==> config.mk <==
export PLATFORM = sky130hd
export DESIGN_NAME = sorted_unique_set_unit
export DESIGN_NICKNAME = d
export VERILOG_FILES = /design/src/hw/rtl/sus_pkg.sv /design/src/hw/rtl/sus_ctrl.sv /design/src/hw/rtl/sus_dp.sv /design/src/hw/rtl/sorted_unique_set_unit.sv
export SDC_FILE = /design/constraint.sdc
export NUM_CORES = 2
export LEC_CHECK = 0
export ABC_CLOCK_PERIOD_IN_PS = 5700
export BUFFER_PORTS_ARGS = -buffer_cell sky130_fd_sc_hd__buf_2
export CAP_MARGIN = 20
export CORE_MARGIN = 2
export CORE_UTILIZATION = 55
export CTS_BUF_LIST = sky130_fd_sc_hd__clkbuf_16
export CTS_CLUSTER_SIZE = 30
export DETAILED_ROUTE_END_ITERATION = 6
export PLACE_DENSITY = 0.74
export REMOVE_ABC_BUFFERS = 1
export SLEW_MARGIN = 30
export SYNTH_ARGS = -nofsm -noshare
export SYNTH_HDL_FRONTEND = slang
export SYNTH_SLANG_ARGS = --single-unit
==> constraint.sdc <==
create_clock -name clk -period 5.7 [get_ports clk]
set_input_delay 0.855 -clock clk [delete_from_list [all_inputs] [get_ports clk]]
set_output_delay 0.855 -clock clk [all_outputs]
set_load 0.05 [all_outputs]
==> src/hw/rtl/sus_pkg.sv <==
// Package with the shared types, codes and defaults of the sorted unique set unit.
package sus_pkg;

  localparam int CAPACITY_DEF = 64;
  localparam int KEY_W        = 32;
  localparam int RANK_W       = 6;
  localparam int COUNT_OUT_W  = 7;

  typedef enum logic [1:0] {
    OP_SEARCH = 2'd0,
    OP_INSERT = 2'd1,
    OP_CLEAR  = 2'd2,
    OP_READ   = 2'd3
  } op_t;

  typedef enum logic [1:0] {
    ST_OK    = 2'd0,
    ST_DUP   = 2'd1,
    ST_FULL  = 2'd2,
    ST_RANGE = 2'd3
  } status_t;

  typedef enum logic [2:0] {
    S_IDLE,
    S_DECODE,
    S_SRCH_RD,
    S_SRCH_CMP,
    S_SHIFT_RD,
    S_SHIFT_WR,
    S_FIN
  } state_t;

  typedef struct packed {
    logic accept;
    logic srch_rd;
    logic srch_cmp;
    logic shift_rd;
    logic shift_wr;
    logic put;
    logic clear;
    logic read_issue;
    logic load_result;
  } cmd_t;

  typedef struct packed {
    op_t  op;
    logic lo_lt_hi;
    logic hit;
    logic full;
    logic sp_gt_lo;
    logic rank_ok;
  } sts_t;

endpackage

==> src/hw/rtl/sus_ctrl.sv <==
// Controller state machine that sequences search, shift, insert and result transfer.
module sus_ctrl (
  input  logic          clk,
  input  logic          rst_n,
  input  logic          in_valid,
  output logic          in_ready,
  output logic          out_valid,
  input  logic          out_ready,
  input  sus_pkg::sts_t sts,
  output sus_pkg::cmd_t cmd
);
  import sus_pkg::*;

  state_t state_r, state_nxt;
  logic   out_valid_r, out_valid_nxt;

  always_ff @(posedge clk) begin
    if (!rst_n) begin
      state_r     <= S_IDLE;
      out_valid_r <= 1'b0;
    end else begin
      state_r     <= state_nxt;
      out_valid_r <= out_valid_nxt;
    end
  end

  always_comb begin
    state_nxt     = state_r;
    out_valid_nxt = out_valid_r & ~out_ready;
    cmd           = '0;
    in_ready      = 1'b0;
    case (state_r)
      S_IDLE: begin
        in_ready = 1'b1;
        if (in_valid) begin
          cmd.accept = 1'b1;
          state_nxt  = S_DECODE;
        end
      end
      S_DECODE: begin
        case (sts.op)
          OP_SEARCH, OP_INSERT: begin
            state_nxt = S_SRCH_RD;
          end
          OP_CLEAR: begin
            cmd.clear = 1'b1;
            state_nxt = S_FIN;
          end
          OP_READ: begin
            cmd.read_issue = sts.rank_ok;
            state_nxt      = S_FIN;
          end
          default: begin
            state_nxt = S_FIN;
          end
        endcase
      end
      S_SRCH_RD: begin
        if (sts.lo_lt_hi) begin
          cmd.srch_rd = 1'b1;
          state_nxt   = S_SRCH_CMP;
        end else if (sts.op == OP_INSERT && !sts.hit && !sts.full) begin
          state_nxt = S_SHIFT_RD;
        end else begin
          state_nxt = S_FIN;
        end
      end
      S_SRCH_CMP: begin
        cmd.srch_cmp = 1'b1;
        state_nxt    = S_SRCH_RD;
      end
      S_SHIFT_RD: begin
        if (sts.sp_gt_lo) begin
          cmd.shift_rd = 1'b1;
          state_nxt    = S_SHIFT_WR;
        end else begin
          cmd.put   = 1'b1;
          state_nxt = S_FIN;
        end
      end
      S_SHIFT_WR: begin
        cmd.shift_wr = 1'b1;
        state_nxt    = S_SHIFT_RD;
      end
      S_FIN: begin
        if (!out_valid_r || out_ready) begin
          cmd.load_result = 1'b1;
          out_valid_nxt   = 1'b1;
          state_nxt       = S_IDLE;
        end
      end
      default: begin
        state_nxt = S_IDLE;
      end
    endcase
  end

  assign out_valid = out_valid_r;

endmodule

==> src/hw/rtl/sus_dp.sv <==
// Datapath with the sorted store, binary search bounds, shift pointer and result registers.
module sus_dp #(
  parameter int CAPACITY = sus_pkg::CAPACITY_DEF
) (
  input  logic                                   clk,
  input  logic                                   rst_n,
  input  logic [1:0]                             in_opcode,
  input  logic signed [sus_pkg::KEY_W-1:0]       in_key_value,
  input  logic [sus_pkg::RANK_W-1:0]             in_rank_index,
  input  sus_pkg::cmd_t                          cmd,
  output sus_pkg::sts_t                          sts,
  output logic                                   out_found,
  output logic [1:0]                             out_status,
  output logic [sus_pkg::COUNT_OUT_W-1:0]        out_entry_count,
  output logic signed [sus_pkg::KEY_W-1:0]       out_read_value
);
  import sus_pkg::*;

  localparam int AW   = $clog2(CAPACITY);
  localparam int CW   = $clog2(CAPACITY + 1);
  localparam int CMPW = (CW > RANK_W) ? CW : RANK_W;

  logic signed [KEY_W-1:0] store_r [CAPACITY];
  logic signed [KEY_W-1:0] rd_data_r;

  op_t                     op_r;
  logic signed [KEY_W-1:0] key_r;
  logic [RANK_W-1:0]       rank_r;
  logic [CW-1:0]           lo_r, hi_r, sp_r, count_r;
  logic                    hit_r, full_r;

  logic [CW:0]             mid_sum;
  logic [AW-1:0]           mid;
  logic [CW-1:0]           sp_m1;
  logic                    rank_ok;
  logic                    rd_en, wr_en;
  logic [AW-1:0]           rd_addr, wr_addr;
  logic signed [KEY_W-1:0] wr_data;
  status_t                 status_nxt;

  assign mid_sum = {1'b0, lo_r} + {1'b0, hi_r};
  assign mid     = mid_sum[AW:1];
  assign sp_m1   = sp_r - 1'b1;
  assign rank_ok = CMPW'(rank_r) < CMPW'(count_r);

  always_comb begin
    rd_en   = cmd.srch_rd | cmd.shift_rd | cmd.read_issue;
    rd_addr = mid;
    if (cmd.shift_rd) begin
      rd_addr = AW'(sp_m1);
    end else if (cmd.read_issue) begin
      rd_addr = AW'(rank_r);
    end
    wr_en   = cmd.shift_wr | cmd.put;
    wr_addr = cmd.put ? AW'(lo_r) : AW'(sp_r);
    wr_data = cmd.put ? key_r : rd_data_r;
  end

  always_ff @(posedge clk) begin
    if (wr_en) begin
      store_r[wr_addr] <= wr_data;
    end
    if (rd_en) begin
      rd_data_r <= store_r[rd_addr];
    end
  end

  always_ff @(posedge clk) begin
    if (!rst_n) begin
      count_r <= '0;
    end else if (cmd.clear) begin
      count_r <= '0;
    end else if (cmd.put) begin
      count_r <= count_r + 1'b1;
    end
  end

  always_ff @(posedge clk) begin
    if (cmd.accept) begin
      op_r   <= op_t'(in_opcode);
      key_r  <= in_key_value;
      rank_r <= in_rank_index;
      lo_r   <= '0;
      hi_r   <= count_r;
      sp_r   <= count_r;
      hit_r  <= 1'b0;
      full_r <= (count_r == CW'(CAPACITY));
    end else if (cmd.srch_cmp) begin
      if (rd_data_r == key_r) begin
        hit_r <= 1'b1;
        hi_r  <= CW'(mid);
      end else if (rd_data_r < key_r) begin
        lo_r <= CW'(mid) + 1'b1;
      end else begin
        hi_r <= CW'(mid);
      end
    end else if (cmd.shift_wr) begin
      sp_r <= sp_m1;
    end
  end

  always_comb begin
    status_nxt = ST_OK;
    case (op_r)
      OP_INSERT: begin
        if (hit_r) begin
          status_nxt = ST_DUP;
        end else if (full_r) begin
          status_nxt = ST_FULL;
        end
      end
      OP_READ: begin
        if (!rank_ok) begin
          status_nxt = ST_RANGE;
        end
      end
      default: begin
        status_nxt = ST_OK;
      end
    endcase
  end

  always_ff @(posedge clk) begin
    if (cmd.load_result) begin
      out_found       <= hit_r && (op_r == OP_SEARCH || op_r == OP_INSERT);
      out_status      <= status_nxt;
      out_entry_count <= COUNT_OUT_W'(count_r);
      out_read_value  <= (op_r == OP_READ && rank_ok) ? rd_data_r : '0;
    end
  end

  assign sts.op       = op_r;
  assign sts.lo_lt_hi = lo_r < hi_r;
  assign sts.hit      = hit_r;
  assign sts.full     = full_r;
  assign sts.sp_gt_lo = sp_r > lo_r;
  assign sts.rank_ok  = rank_ok;

endmodule

==> src/hw/rtl/sorted_unique_set_unit.sv <==
// Top level of the sorted unique set unit: controller and datapath.
//
//  Channel | Handshake             | Payload
//  --------+-----------------------+----------------------------------------------
//  in      | in_valid / in_ready   | in_opcode, in_key_value, in_rank_index
//  out     | out_valid / out_ready | out_found, out_status, out_entry_count,
//          |                       | out_read_value
//
// One item is worked on at a time; the next one is taken while the last result waits.
// Clear and read go from decode straight to finish, search does a read and a compare per
// binary search probe (about log2 of the count), and insert of a new key that fits then
// shifts each larger entry by a read and a write, then puts the key, one store read and write per cycle.
// Reset empties the set at once; the store contents stay undefined until written.
// A stalled output holds its result and blocks only the finish of the following item.
module sorted_unique_set_unit #(
  parameter int CAPACITY = sus_pkg::CAPACITY_DEF
) (
  input  logic                                 clk,
  input  logic                                 rst_n,
  input  logic                                 in_valid,
  output logic                                 in_ready,
  input  logic [1:0]                           in_opcode,
  input  logic signed [sus_pkg::KEY_W-1:0]     in_key_value,
  input  logic [sus_pkg::RANK_W-1:0]           in_rank_index,
  output logic                                 out_valid,
  input  logic                                 out_ready,
  output logic                                 out_found,
  output logic [1:0]                           out_status,
  output logic [sus_pkg::COUNT_OUT_W-1:0]      out_entry_count,
  output logic signed [sus_pkg::KEY_W-1:0]     out_read_value
);
  import sus_pkg::*;

  cmd_t cmd;
  sts_t sts;

  sus_ctrl u_ctrl (
    .clk       (clk),
    .rst_n     (rst_n),
    .in_valid  (in_valid),
    .in_ready  (in_ready),
    .out_valid (out_valid),
    .out_ready (out_ready),
    .sts       (sts),
    .cmd       (cmd)
  );

  sus_dp #(
    .CAPACITY (CAPACITY)
  ) u_dp (
    .clk             (clk),
    .rst_n           (rst_n),
    .in_opcode       (in_opcode),
    .in_key_value    (in_key_value),
    .in_rank_index   (in_rank_index),
    .cmd             (cmd),
    .sts             (sts),
    .out_found       (out_found),
    .out_status      (out_status),
    .out_entry_count (out_entry_count),
    .out_read_value  (out_read_value)
  );

endmodule

==> out/metrics.yaml <==
routing:
  drtPass1Iterations: 6
  drt-vias-per-instance: 6.55
  drt-total-wl_mm: 258
  wl_per_cell_um: 28.9
  drc: 0
  dr.first_iter.drc_count: 10300
  vias: 58400
  ant_nets: 0
logic_synthesis:
  syn_inst: 6513
  ys_ff_latch: 2196
  async_flop_share_pct: 0
  synth_edf_count: 2177
  syn_avg_cell_area_um2: 13.4
  synth-compound-area-share_pct: 9.87
  synthSimpleGateAreaFrac_pct: 11.6
  synthAdderAreaFrac_pct: 0.866
  synth_area_um2: 87600
  ys_seq_area_share_pct: 75.1
  synthMuxAreaShare_pct: 0.117
  synthDistinctLibCells: 76
  yosys.area_share.xor_xnor_pct: 0.180
  synth_top_family_by_area: "simple AND/OR/NAND/NOR gates"
  yosys_warnings: 0
  synth_flop_cell: "edfxtp_1"
floorplan:
  die_h_um: 403
  die_width_um: 403
  row_count: 146
  core-area_um2: 158000
  die-area_um2: 162000
  initial_core_util_pct: 55.4
  io_pins: 88
critical_path:
  cp-startpoint: "u_dp.lo_r[1]$_SDFFE_PP0P_"
  critPathArrivalTime_ns: 6.10
  path_class: "reg2reg"
  r2r.worst_path.cells: 14
  r2r-end: "u_dp.rd_data_r[28]$_DFFE_PP_"
  crit_end: "u_dp.rd_data_r[28]$_DFFE_PP_"
  crit_fanout: 42
  rrSetupSlack_ns: 0.17
  r2r_start: "u_dp.lo_r[1]$_SDFFE_PP0P_"
  crit_path_end_kind: "flop"
  required_ns: 6.27
  start_kind: "flop"
timing:
  layout_min_cycle_time_ns: 5.53
  rsz0062_at_grt: "no"
  worst_slew_pin_slew_ns: 1.02
  maxSlewViolCount: 0
  finalSetupViolations: 0
  tns_ns: 0
  timing.fmax_ghz: 0.181
  skew_ns: 0.0317
  hold_ws_ns: 0.188
  period_share_pct: 96.9
  hold_viol_final: 0
  worst_slew_margin_rel_pct: 31.7
global_routing:
  grt_max_degree: 169
  antenna_found_initial: 29
  grt_first_pass_wirelength_mm: 370
  grt_pass1_vias: 55100
  overflow: 0
  grt_usage_pct: 31.2
flow_run:
  cap_violations: 0
place:
  dp.cells: 8515
  placed_area_um2: 92900
  port-buffer-count: 87
  post-dp-hpwl_mm: 144
  globalplace.congestion: 0.938
clock_tree:
  clock_path_buffers: 3
  cts_buffers: 205
  clkTransAtPathRegs_ns: 0.06
  cts_tree: "built"
  cts.sinks: 2196
  htree_levels: 4
  clk_latency_ns: 0.85
  ctsResizeCount: 0
  postCtsSetupRepairBufs: 0
  cts-root-buf: "clkbuf_16"
  postCtsHoldBufs: 0
min_path:
  hold_class: "in2reg"
  holdPathStages: 1
status:
  status: "complete, no violations"
final_layout:
  design_area_um2: 99500
  drive_gt1_share_pct: 11.6
  area_delta_synth_final_pct: 13.6
  final_cells: 8915
  nets: 6758
-- flip-flops by register name (all words and copies together), names as in the netlist, 32 cells and up --
register and count:
u_dp.key_r 32, u_dp.out_read_value 32, u_dp.store_r 2048, u_dp.rd_data_r 32
-- critical path: stages, from the launching register on --
cell and delay (ns):
dfxtp_1 0.58, inv_1 0.09, ha_1 0.30, nand3b_1 0.08, a21oi_1 0.35, o311a_2 0.38
nand2_4 0.24, and2_4 0.49, buf_12 0.34, buf_4 0.22, a21oi_1 0.15, a22oi_1 0.10
a22oi_1 0.27, nand4_1 0.76, or4_1 0.78
-- metal layers --
layer	part of all wire, %	vias up	GRT usage [%]
met1	36	28800	42.1
met2	46	4232	47.9
li1	-	24700	-
met3	13	679	7.39
met5	0.024	-	0
met4	5.4	10	15.7
-- how the worst min path moves through the flow --
stage                            startpoint                                end  slack [ns]
6_report                   in_key_value[21]           u_dp.key_r[21]$_DFFE_PP_        0.19
5_1_grt                    in_key_value[21]           u_dp.key_r[21]$_DFFE_PP_        0.16
4_1_cts                    in_key_value[21]           u_dp.key_r[21]$_DFFE_PP_        0.15
3_5_place_dp        u_dp.hit_r$_SDFFE_PP0P_            u_dp.hit_r$_SDFFE_PP0P_        0.51
3_3_place_gp        u_dp.hit_r$_SDFFE_PP0P_            u_dp.hit_r$_SDFFE_PP0P_        0.50
2_1_floorplan  u_dp.count_r[2]$_SDFFE_PP0N_  u_dp.out_entry_count[2]$_DFFE_PP_        0.45
-- final cells by class --
type	count	area, um^2
multi-input cells	3820	20800
well taps	2072	2590
inverters	65	244
clock inverters	165	1210
clock buffers	211	5280
diodes	20	50.0
flip-flops and latches	2196	65800
fillers	11100	58700
repair buffers	366	3620
-- cells in the final DEF, fill, tap and decap left out, types with 5 or more instances in the layout --
cell type | netlist | final
bufinv_16 | 0 | 15
a22o_1 | 64 | 64
nor2_4 | 0 | 68
a31oi_1 | 171 | 171
or3_1 | 19 | 19
nand2b_1 | 13 | 13
a22oi_1 | 180 | 180
nand4_1 | 84 | 84
buf_12 | 0 | 80
buf_4 | 2 | 194
nand3_1 | 281 | 281
clkinv_1 | 0 | 59
nand2_1 | 1521 | 1520
o21ai_1 | 12 | 13
nor2_2 | 2 | 5
or4_1 | 20 | 20
or2_2 | 7 | 7
a21o_1 | 17 | 17
edfxtp_1 | 2177 | 2177
xnor2_1 | 15 | 15
dfxtp_1 | 19 | 19
inv_1 | 65 | 102
and3_1 | 173 | 172
nor4_1 | 5 | 5
o22a_1 | 12 | 12
clkbuf_16 | 0 | 211
nor2_1 | 118 | 47
o21ai_0 | 200 | 167
ha_1 | 59 | 59
mux2i_1 | 8 | 7
nor2b_1 | 6 | 5
a211oi_1 | 174 | 174
buf_2 | 84 | 87
and2_1 | 37 | 36
clkinv_2 | 0 | 40
diode_2 | 0 | 20
o21ai_4 | 0 | 32
a21oi_1 | 547 | 547
nor3_1 | 14 | 10
-- stage by stage --
stage               util [%]  setup slack, ns
finish                  62.9            0.175
global route            62.9          0.00960
CTS                     62.8            0.521
detailed placement      58.7            0.556
global placement        58.7            0.587
floorplan                  -           -12.70
-- synthesized netlist by cell type, types with 14 or more instances --
library cell,count,area [um^2]
a211oi_1,174,1310
a21o_1,17,128
a21oi_1,547,2740
a22o_1,64,561
a22oi_1,180,1350
a31oi_1,171,1070
and2_1,37,231
and3_1,173,1080
buf_1,49,184
buf_2,84,420
clkbuf_1,292,1100
dfxtp_1,19,380
edfxtp_1,2177,65400
ha_1,59,738
inv_1,65,244
nand2_1,1521,5710
nand3_1,281,1410
nand4_1,84,526
nor2_1,118,443
nor3_1,14,70.1
o21ai_0,200,1000
or3_1,19,119
or4_1,20,150
xnor2_1,15,131
-- cell families (layout without fill, tap and decap cells) --
logic type,Yosys count,after routing
other,0,20
AOI/OAI and AO/OA,1409,1409
buffers and inverters,497,807
muxes,10,10
DFF,2196,2196
and+or+nand+nor,2323,2323
adders and majority gates,60,60
xor gates and xnor gates,18,18
Power is left out: the tool's default activity adds up to more than one toggle a clock period on the data nets, which glitch-free logic cannot reach.
